--- config.mk ---
export PLATFORM = sky130hd
export DESIGN_NAME = motion_activity_history_top_flat
export DESIGN_NICKNAME = d
export VERILOG_FILES = /design/src/hw/rtl/mah_pkg.sv /design/src/hw/rtl/mah_ifs.sv /design/src/hw/rtl/mah_axis_lane.sv /design/src/hw/rtl/mah_band_lane.sv /design/src/hw/rtl/mah_out_fifo.sv /design/src/hw/rtl/motion_activity_history_top.sv /design/src/flat_wrapper.sv
export SDC_FILE = /design/constraint.sdc
export NUM_CORES = 1
export LEC_CHECK = 0
export BUFFER_PORTS_ARGS = -buffer_cell sky130_fd_sc_hd__buf_2
export CAP_MARGIN = 20
export CORE_ASPECT_RATIO = 1.5
export CORE_MARGIN = 4
export CORE_UTILIZATION = 37
export DETAILED_ROUTE_END_ITERATION = 8
export SLEW_MARGIN = 20
export SYNTH_ARGS = -nofsm -noshare
export SYNTH_HDL_FRONTEND = slang
export SYNTH_HIERARCHICAL = 1
export SYNTH_SLANG_ARGS = --single-unit
--- constraint.sdc ---
create_clock -name clk -period 6.6 [get_ports clk]
set_input_delay 1.32 -clock clk [delete_from_list [all_inputs] [get_ports clk]]
set_output_delay 1.32 -clock clk [all_outputs]
set_load 0.02 [all_outputs]
--- src/hw/rtl/mah_pkg.sv ---
package mah_pkg;

  localparam int NUM_BANDS     = 7;
  localparam int MIN_PER_SLOT  = 5;
  localparam int RECENT_SPLIT  = 15;
  localparam int SHIFT_SEC     = 300;
  localparam int OUT_DEPTH     = 3;

  localparam int BAND_START_MIN [NUM_BANDS] = '{0, 10, 30, 60, 180, 360, 720};
  localparam int BAND_END_MIN   [NUM_BANDS] = '{10, 30, 60, 180, 360, 720, 1440};

  // item kinds
  localparam logic MODE_SAMPLE = 1'b0;
  localparam logic MODE_COMMIT = 1'b1;

  typedef struct packed {
    logic               mode;
    logic signed [15:0] accel_x;
    logic signed [15:0] accel_y;
    logic signed [15:0] accel_z;
    logic        [31:0] uptime;
  } in_item_t;

  typedef struct packed {
    logic [NUM_BANDS-1:0] activity_bits;
    logic                 recent_moved;
    logic                 sample_moved;
  } result_t;

endpackage

--- src/hw/rtl/mah_ifs.sv ---
interface mah_in_if;
  logic               valid;
  logic               ready;
  mah_pkg::in_item_t  data;

  modport source (output valid, output data, input ready);
  modport sink   (input valid, input data, output ready);
endinterface

interface mah_out_if;
  logic             valid;
  logic             ready;
  mah_pkg::result_t data;

  modport source (output valid, output data, input ready);
  modport sink   (input valid, input data, output ready);
endinterface

--- src/hw/rtl/mah_axis_lane.sv ---
module mah_axis_lane (
  input  logic signed [15:0] cur,
  input  logic signed [15:0] prev,
  input  logic        [15:0] threshold,
  output logic               moved
);

  logic signed [16:0] diff;
  logic        [16:0] mag;

  always_comb begin
    diff  = 17'(cur) - 17'(prev);
    mag   = diff[16] ? 17'(-diff) : 17'(diff);
    moved = mag > {1'b0, threshold};
  end

endmodule

--- src/hw/rtl/mah_band_lane.sv ---
module mah_band_lane #(
  parameter int LONG_SLOTS = 288,
  parameter int START      = 0,
  parameter int STOP       = 2
) (
  input  logic [LONG_SLOTS-1:0] hist,
  output logic                  hit
);

  assign hit = |hist[STOP-1:START];

endmodule

--- src/hw/rtl/mah_out_fifo.sv ---
module mah_out_fifo (
  input  logic             clk,
  input  logic             rst,
  input  logic             push,
  input  mah_pkg::result_t push_data,
  input  logic             pending,
  output logic             room,
  mah_out_if.source        out_ch
);

  localparam int DEPTH = mah_pkg::OUT_DEPTH;
  localparam int PW    = $clog2(DEPTH);
  localparam int CW    = $clog2(DEPTH + 1);

  mah_pkg::result_t mem [DEPTH];
  logic [PW-1:0] wr_ptr;
  logic [PW-1:0] rd_ptr;
  logic [CW-1:0] count;
  logic          pop;

  assign pop          = out_ch.valid && out_ch.ready;
  assign out_ch.valid = count != '0;
  assign out_ch.data  = mem[rd_ptr];
  // reserve a slot for the transfer still in the update stage
  assign room = ({1'b0, count} + (CW+1)'(pending)) < (CW+1)'(DEPTH);

  always_ff @(posedge clk) begin
    if (push) begin
      mem[wr_ptr] <= push_data;
    end
  end

  always_ff @(posedge clk) begin
    if (rst) begin
      wr_ptr <= '0;
      rd_ptr <= '0;
      count  <= '0;
    end else begin
      if (push) begin
        wr_ptr <= (wr_ptr == PW'(DEPTH - 1)) ? '0 : wr_ptr + 1'b1;
      end
      if (pop) begin
        rd_ptr <= (rd_ptr == PW'(DEPTH - 1)) ? '0 : rd_ptr + 1'b1;
      end
      case ({push, pop})
        2'b10:   count <= count + 1'b1;
        2'b01:   count <= count - 1'b1;
        default: count <= count;
      endcase
    end
  end

endmodule

--- src/hw/rtl/motion_activity_history_top.sv ---
// Motion activity history. While input ready is high it takes one item per
// clock: an accelerometer sample (mode 0) or an end-of-reading commit
// (mode 1), and returns one result per item carrying the seven-band
// activity summary of the long history, the newest recent-history slot, and
// whether this sample moved past the threshold. Sustained rate is one item
// per cycle while result_out accepts results. State updates at the input
// transfer edge; during the following cycle the band lanes reduce the
// updated long history and the result is written into the output queue at
// the next edge. A three-entry output queue keeps input transfers flowing
// while results wait; input ready drops once the queue plus the item in the
// update stage would fill it. The threshold register is written through
// cfg_we/cfg_wdata; the user must do so only while the block is idle, which
// the block itself does not enforce. All history state clears on reset.
module motion_activity_history_top #(
  parameter int RECENT_SLOTS = 30,
  parameter int LONG_SLOTS   = 288
) (
  input  logic        clk,
  input  logic        rst,
  input  logic        cfg_we,
  input  logic [15:0] cfg_wdata,
  mah_in_if.sink      sample_in,
  mah_out_if.source   result_out
);

  localparam int NB = mah_pkg::NUM_BANDS;

  // configuration
  logic [15:0] move_threshold;

  // per-item state
  logic signed [15:0]     prev_x;
  logic signed [15:0]     prev_y;
  logic signed [15:0]     prev_z;
  logic                   prev_valid;
  logic [1:0]             move_count;
  logic [RECENT_SLOTS-1:0] recent_history;
  logic [LONG_SLOTS-1:0]   long_history;
  logic [31:0]            last_shift_sec;

  // update stage holding register
  logic s1_valid;
  logic s1_moved;

  logic                    accept;
  logic                    room;
  logic [2:0]              axis_hit;
  logic                    sample_moved;
  logic [RECENT_SLOTS-1:0] recent_next;
  logic [LONG_SLOTS-1:0]   long_next;
  logic                    shift_due;
  logic                    half_new;
  logic                    half_old;
  logic [NB-1:0]           band_hit;
  mah_pkg::result_t        result;

  assign sample_in.ready = room;
  assign accept          = sample_in.valid && sample_in.ready;

  // axis lanes: compare each axis with the stored sample
  mah_axis_lane u_lane_x (
    .cur(sample_in.data.accel_x), .prev(prev_x), .threshold(move_threshold),
    .moved(axis_hit[0])
  );
  mah_axis_lane u_lane_y (
    .cur(sample_in.data.accel_y), .prev(prev_y), .threshold(move_threshold),
    .moved(axis_hit[1])
  );
  mah_axis_lane u_lane_z (
    .cur(sample_in.data.accel_z), .prev(prev_z), .threshold(move_threshold),
    .moved(axis_hit[2])
  );

  // merge lanes; no comparison on the very first sample
  assign sample_moved = (sample_in.data.mode == mah_pkg::MODE_SAMPLE) &&
                        prev_valid && (|axis_hit);

  // commit: push into recent history, maybe age long history, then
  // overwrite the two newest long slots from the halves of recent history
  always_comb begin
    recent_next = {recent_history[RECENT_SLOTS-2:0], move_count > 2'd1};
    half_new    = |recent_next[mah_pkg::RECENT_SPLIT-1:0];
    half_old    = |recent_next[RECENT_SLOTS-1:mah_pkg::RECENT_SPLIT];
    shift_due   = {1'b0, sample_in.data.uptime} >
                  ({1'b0, last_shift_sec} + 33'(mah_pkg::SHIFT_SEC));
    long_next   = long_history;
    if (shift_due) begin
      long_next[LONG_SLOTS-1:2] = long_history[LONG_SLOTS-2:1];
    end
    long_next[1] = half_old;
    long_next[0] = half_new;
  end

  always_ff @(posedge clk) begin
    if (rst) begin
      move_threshold <= '0;
      prev_x         <= '0;
      prev_y         <= '0;
      prev_z         <= '0;
      prev_valid     <= 1'b0;
      move_count     <= '0;
      recent_history <= '0;
      long_history   <= '0;
      last_shift_sec <= '0;
      s1_valid       <= 1'b0;
      s1_moved       <= 1'b0;
    end else begin
      if (cfg_we) begin
        move_threshold <= cfg_wdata;
      end
      s1_valid <= accept;
      if (accept) begin
        s1_moved <= sample_moved;
        if (sample_in.data.mode == mah_pkg::MODE_SAMPLE) begin
          prev_x     <= sample_in.data.accel_x;
          prev_y     <= sample_in.data.accel_y;
          prev_z     <= sample_in.data.accel_z;
          prev_valid <= 1'b1;
          // saturate at three
          if (sample_moved && move_count != 2'd3) begin
            move_count <= move_count + 2'd1;
          end
        end else begin
          recent_history <= recent_next;
          long_history   <= long_next;
          move_count     <= '0;
          if (shift_due) begin
            last_shift_sec <= sample_in.data.uptime;
          end
        end
      end
    end
  end

  // band lanes: each reduces its span of the long history, already
  // updated by the item now in the update stage; band ends clamp to the
  // history size and an out-of-range start falls back to slot 0
  for (genvar k = 0; k < NB; k++) begin : g_band
    localparam int S_RAW = mah_pkg::BAND_START_MIN[k] / mah_pkg::MIN_PER_SLOT;
    localparam int E_RAW = (mah_pkg::BAND_END_MIN[k] + mah_pkg::MIN_PER_SLOT - 1) /
                           mah_pkg::MIN_PER_SLOT;
    localparam int S     = (S_RAW >= LONG_SLOTS) ? 0 : S_RAW;
    localparam int E     = (E_RAW > LONG_SLOTS) ? LONG_SLOTS : E_RAW;

    mah_band_lane #(
      .LONG_SLOTS(LONG_SLOTS),
      .START     (S),
      .STOP      (E)
    ) u_band (
      .hist(long_history),
      .hit (band_hit[k])
    );
  end

  // merge band lanes into the result
  always_comb begin
    result.activity_bits = band_hit;
    result.recent_moved  = recent_history[0];
    result.sample_moved  = s1_moved;
  end

  mah_out_fifo u_out (
    .clk      (clk),
    .rst      (rst),
    .push     (s1_valid),
    .push_data(result),
    .pending  (s1_valid),
    .room     (room),
    .out_ch   (result_out)
  );

endmodule
--- src/flat_wrapper.sv ---
// flat-port wrapper written by rule: the top's interface ports become plain ports
module motion_activity_history_top_flat 
#(
  parameter int RECENT_SLOTS = 30,
  parameter int LONG_SLOTS   = 288
)
  (clk, rst, cfg_we, cfg_wdata, sample_in_valid, sample_in_data, sample_in_ready, result_out_valid, result_out_data, result_out_ready);
  mah_in_if sample_in_i ();
  mah_out_if result_out_i ();
  input  logic clk;
  input  logic rst;
  input  logic cfg_we;
  input  logic [15:0] cfg_wdata;
  input wire logic [$bits(sample_in_i.valid)-1:0] sample_in_valid;
  input wire logic [$bits(sample_in_i.data)-1:0] sample_in_data;
  output wire logic [$bits(sample_in_i.ready)-1:0] sample_in_ready;
  output wire logic [$bits(result_out_i.valid)-1:0] result_out_valid;
  output wire logic [$bits(result_out_i.data)-1:0] result_out_data;
  input wire logic [$bits(result_out_i.ready)-1:0] result_out_ready;
  assign sample_in_i.valid = sample_in_valid;
  assign sample_in_i.data = sample_in_data;
  assign sample_in_ready = sample_in_i.ready;
  assign result_out_valid = result_out_i.valid;
  assign result_out_data = result_out_i.data;
  assign result_out_i.ready = result_out_ready;
  motion_activity_history_top #(.RECENT_SLOTS(RECENT_SLOTS), .LONG_SLOTS(LONG_SLOTS)) u_core (.clk(clk), .rst(rst), .cfg_we(cfg_we), .cfg_wdata(cfg_wdata), .sample_in(sample_in_i), .result_out(result_out_i));
endmodule
==> run_summary.xml <==
<?xml version="1.0" encoding="UTF-8"?>
<metrics>
  <group name="status">
    <metric name="outcome" unit="">finished clean</metric>
  </group>
  <group name="worst_setup_path">
    <metric name="required" unit="ns">7.12</metric>
    <metric name="worstPathMaxFanout" unit="">17</metric>
    <metric name="path_class" unit="">in2reg</metric>
    <metric name="timing.reg2reg.setup_slack" unit="ns">1.64</metric>
    <metric name="startpoint_type" unit="">input pin</metric>
    <metric name="worstSetupEndpointType" unit="">flip-flop</metric>
    <metric name="rr_startpoint" unit="">u_core/prev_x[0]</metric>
    <metric name="critical_path.reg2reg.endpoint" unit="">u_core/move_count[0]</metric>
    <metric name="reg2reg_depth" unit="">24</metric>
    <metric name="worst_path_arrival_time" unit="ns">6.04</metric>
  </group>
  <group name="drt">
    <metric name="dr_total_vias" unit="">17720</metric>
    <metric name="routed_via_density" unit="">5.131</metric>
    <metric name="drc_errors" unit="">0</metric>
    <metric name="drt_first_iter_violations" unit="">794</metric>
    <metric name="first_pass_iters" unit="">5</metric>
    <metric name="finalWirelength" unit="mm">50.83</metric>
    <metric name="wl_per_cell" unit="um">14.72</metric>
    <metric name="antenna_violating_nets_left" unit="">0</metric>
  </group>
  <group name="floorplanning">
    <metric name="row_count" unit="">113</metric>
    <metric name="floorplan.core_area" unit="um2">63620</metric>
    <metric name="fp.dieW" unit="um">215.5</metric>
    <metric name="boundaryPins" unit="">113</metric>
    <metric name="die_h" unit="um">319.3</metric>
    <metric name="initial_cell_density_of_the_core" unit="%">37.57</metric>
    <metric name="die_area" unit="um2">68820</metric>
  </group>
  <group name="timing">
    <metric name="grt_setup_unrepaired" unit="">false</metric>
    <metric name="final.period_utilization" unit="%">83.61</metric>
    <metric name="period_minus_slack" unit="ns">5.518</metric>
    <metric name="final_number_of_setup_violating_endpoints" unit="">0</metric>
    <metric name="final.hold.worst_slack" unit="ns">0.4518</metric>
    <metric name="fin_setup_tns" unit="ns">0</metric>
    <metric name="slew_headroom" unit="%">29.97</metric>
    <metric name="pin_slew_with_the_least_headroom_to_its_limit" unit="ns">1.050</metric>
    <metric name="drv_slew" unit="">0</metric>
    <metric name="final.setup.worst_slack" unit="ns">1.082</metric>
    <metric name="finClkSkew" unit="ns">0.02388</metric>
    <metric name="report.final.hold_viol_count" unit="">0</metric>
    <metric name="timing.fmax" unit="MHz">181.2</metric>
  </group>
  <group name="synthesis">
    <metric name="synth_top_area_share" unit="%">35.68</metric>
    <metric name="dominantRegCellSynth" unit="">sky130_fd_sc_hd__dfxtp_1</metric>
    <metric name="total_of_warnings_raised_by_yosys" unit="">6</metric>
    <metric name="post_synth_edffs" unit="">27</metric>
    <metric name="netlist_top_cells_area" unit="">sky130_fd_sc_hd__dfxtp_1 36%, sky130_fd_sc_hd__mux2i_1 14%, sky130_fd_sc_hd__nand2b_1 9.5%</metric>
    <metric name="syn_inst" unit="">2554</metric>
    <metric name="yosys-top-cells-count" unit="">426 x sky130_fd_sc_hd__dfxtp_1, 363 x sky130_fd_sc_hd__nand2b_1, 343 x sky130_fd_sc_hd__mux2i_1</metric>
    <metric name="synthesis.area" unit="um2">23900</metric>
    <metric name="synth_seq_area_share" unit="%">39.07</metric>
    <metric name="syn_nets" unit="">2796</metric>
    <metric name="asyncSetResetFlopFracSynth" unit="%">0</metric>
    <metric name="yosys.area.top_type" unit="">sky130_fd_sc_hd__dfxtp_1</metric>
    <metric name="syn_area_per_cell" unit="um2">9.359</metric>
    <metric name="ys_ff_latch" unit="">453</metric>
    <metric name="synth.most_common_cell" unit="">sky130_fd_sc_hd__dfxtp_1</metric>
    <metric name="netlist-cell-type-count" unit="">91</metric>
  </group>
  <group name="placement">
    <metric name="gpl.final_weighted_congestion" unit="">0.8409</metric>
    <metric name="detailed_place_hpwl" unit="mm">36.54</metric>
    <metric name="placement.io_buffers" unit="">112</metric>
    <metric name="dpl_worst_slack" unit="ns">0.5035</metric>
  </group>
  <group name="global_routing">
    <metric name="grt_first_pass_wirelength" unit="mm">87.23</metric>
    <metric name="grt_most_used_layer" unit="">met2</metric>
    <metric name="pin_count_of_the_biggest_net_entering_global_routing" unit="">199</metric>
    <metric name="number_of_antenna_violations_at_the_first_check_in_global_routing" unit="">4</metric>
    <metric name="aggregate_global_routing_overflow" unit="">0</metric>
    <metric name="number_of_global_route_vias_before_repair" unit="">18320</metric>
    <metric name="grt_use_met2" unit="%">27.20</metric>
    <metric name="global_route.usage.met3" unit="%">2.438</metric>
    <metric name="groute.layer.met1.usage" unit="%">16.98</metric>
    <metric name="global_route.usage.total" unit="%">14.60</metric>
  </group>
  <group name="clocking">
    <metric name="numCtsBuffers" unit="">47</metric>
    <metric name="htree_levels" unit="">2</metric>
    <metric name="clock_latency" unit="ns">0.60</metric>
    <metric name="numClockSinks" unit="">453</metric>
    <metric name="cts.path.max_buffers" unit="">3</metric>
    <metric name="cts_tree" unit="">built</metric>
    <metric name="ctsHoldBuffers" unit="">0</metric>
    <metric name="cts_resized" unit="">0</metric>
    <metric name="clock_transition_at_the_registers_of_the_reported_paths" unit="ns">0.06</metric>
    <metric name="cts.repair_timing.setup_buffer_count" unit="">0</metric>
    <metric name="cts_root_buffer" unit="">sky130_fd_sc_hd__clkbuf_16</metric>
  </group>
  <group name="power_and_ir_drop">
    <metric name="totalPowerFinal" unit="W">0.007103</metric>
    <metric name="max-vdd-ir-drop" unit="V">0.0001761</metric>
    <metric name="power_leakage" unit="nW">9.934</metric>
    <metric name="power.density" unit="nW/um2">265.0</metric>
  </group>
  <group name="cells_and_area">
    <metric name="syn_to_final_growth" unit="%">12.13</metric>
    <metric name="fraction_of_layout_cells_with_a_size_suffix_above_1" unit="%">9.747</metric>
    <metric name="layout.nets" unit="">2854</metric>
  </group>
  <group name="worst_hold_path">
    <metric name="holdCritStartpoint" unit="">u_core/prev_y[11]</metric>
    <metric name="min_delay_path_depth" unit="">2</metric>
    <metric name="hold_path_class" unit="">reg2reg</metric>
    <metric name="hold_end" unit="">u_core/prev_y[11]</metric>
  </group>
  <group name="flow_run">
    <metric name="max-cap-violations" unit="">0</metric>
  </group>
</metrics>
==> cell families (layout without fill, tap and decap cells) <==
family                     after synthesis  count (layout)  synth area share (%)
AOI/OAI and AO/OA                      331             331                 9.537
xor gates and xnor gates                98              98                 3.591
adders and majority gates              140             140                 7.423
buffers and inverters                  234             327                 4.004
DFF                                    453             453                 39.07
muxes                                  347             347                 14.55
other                                    0               2                     0
and+or+nand+nor                        951             951                 21.82
==> flip-flops by register name, indices dropped and copies added (netlist names), named ones only <==
signal,cells
u_core/recent_history,29
u_core/u_out/wr_ptr,2
u_core/long_history,288
u_core/prev_z,16
u_core/move_threshold,16
u_core/s1_valid,1
u_core/move_count,2
u_core/last_shift_sec,32
u_core/u_out/count,2
u_core/prev_valid,1
u_core/prev_x,16
u_core/u_out/mem,27
u_core/prev_y,16
u_core/s1_moved,1
u_core/u_out/rd_ptr,2
==> cell type report <==
type / instances / area (um2)
tap: 805 / 1007
inverter: 119 / 446.7
fill: 6190 / 36820
timing repair buffer: 124 / 723.2
antenna: 2 / 5.005
multi-input combinational: 1867 / 13630
clock buffer: 61 / 1300
clock inverter: 23 / 349.1
sequential: 453 / 9339
==> per-layer routing <==
layer  share of wire (%)  vias up
li1                    -     9032
met3                 3.1       87
met1                  42     8373
met4                 2.9        4
met2                  52      226
met5               0.041        -
==> how the worst max path moves through the flow <==
stage / from / to
4_1_cts: sample_in_data[64] / u_core/move_count[0]
5_1_grt: sample_in_data[64] / u_core/move_count[1]
6_report: sample_in_data[64] / u_core/move_count[0]
3_5_place_dp: sample_in_data[64] / u_core/move_count[0]
3_3_place_gp: sample_in_data[32] / u_core/move_count[1]
2_1_floorplan: sample_in_data[32] / u_core/move_count[0]
==> metrics by stage <==
step | util (%) | area, um2 | std cells
after floorplan | - | 23900 | 2554
after global placement | 39.53 | 25150 | 3368
after detailed placement | 39.53 | 25150 | 3368
after CTS | 42.12 | 26800 | 3452
after global routing | 42.13 | 26800 | 3454
final | 42.13 | 26800 | 3454
==> power breakdown <==
part / switching (W) / leakage [nW] / internal [W] / total, W
Clock: 0.00115 / 0.801 / 0.00165 / 0.00279
Combinational: 0.000809 / 5.43 / 0.000622 / 0.00143
Sequential: 0.0000580 / 3.70 / 0.00282 / 0.00288
Total: 0.00202 / 9.93 / 0.00509 / 0.00710
==> cells in the final DEF, fill, tap and decap left out, drive strengths merged, types with 47 or more instances in the layout <==
cell / count
mux2i: 343
nor4: 88
a21oi: 144
ha: 137
buf: 124
xor2: 51
clkbuf: 61
nand2: 241
xnor2: 47
nand2b: 363
dfxtp: 426
nor2: 89
inv: 124
==> critical path: stages <==
cell,delay (ns)
sky130_fd_sc_hd__buf_2,0.09
sky130_fd_sc_hd__inv_1,0.04
sky130_fd_sc_hd__ha_1,0.24
sky130_fd_sc_hd__fa_1,0.41
sky130_fd_sc_hd__and2b_1,0.24
sky130_fd_sc_hd__o211ai_2,0.15
sky130_fd_sc_hd__a21oi_1,0.22
sky130_fd_sc_hd__o21a_1,0.21
sky130_fd_sc_hd__a21oi_1,0.08
sky130_fd_sc_hd__o2bb2ai_1,0.15
sky130_fd_sc_hd__buf_4,0.22
sky130_fd_sc_hd__nor2_1,0.07
sky130_fd_sc_hd__xnor2_1,0.13
sky130_fd_sc_hd__ha_1,0.32
sky130_fd_sc_hd__a21o_1,0.19
sky130_fd_sc_hd__a21o_1,0.17
sky130_fd_sc_hd__a211oi_1,0.31
sky130_fd_sc_hd__o21a_1,0.16
sky130_fd_sc_hd__o21a_1,0.10
sky130_fd_sc_hd__o21ai_0,0.08
sky130_fd_sc_hd__nand2_1,0.08
sky130_fd_sc_hd__o41ai_2,0.07
sky130_fd_sc_hd__o311ai_0,0.47
sky130_fd_sc_hd__nor2_1,0.12
sky130_fd_sc_hd__mux2_2,0.29
sky130_fd_sc_hd__nor2_1,0.09
Note: power is estimated with default switching activity, not from simulation.
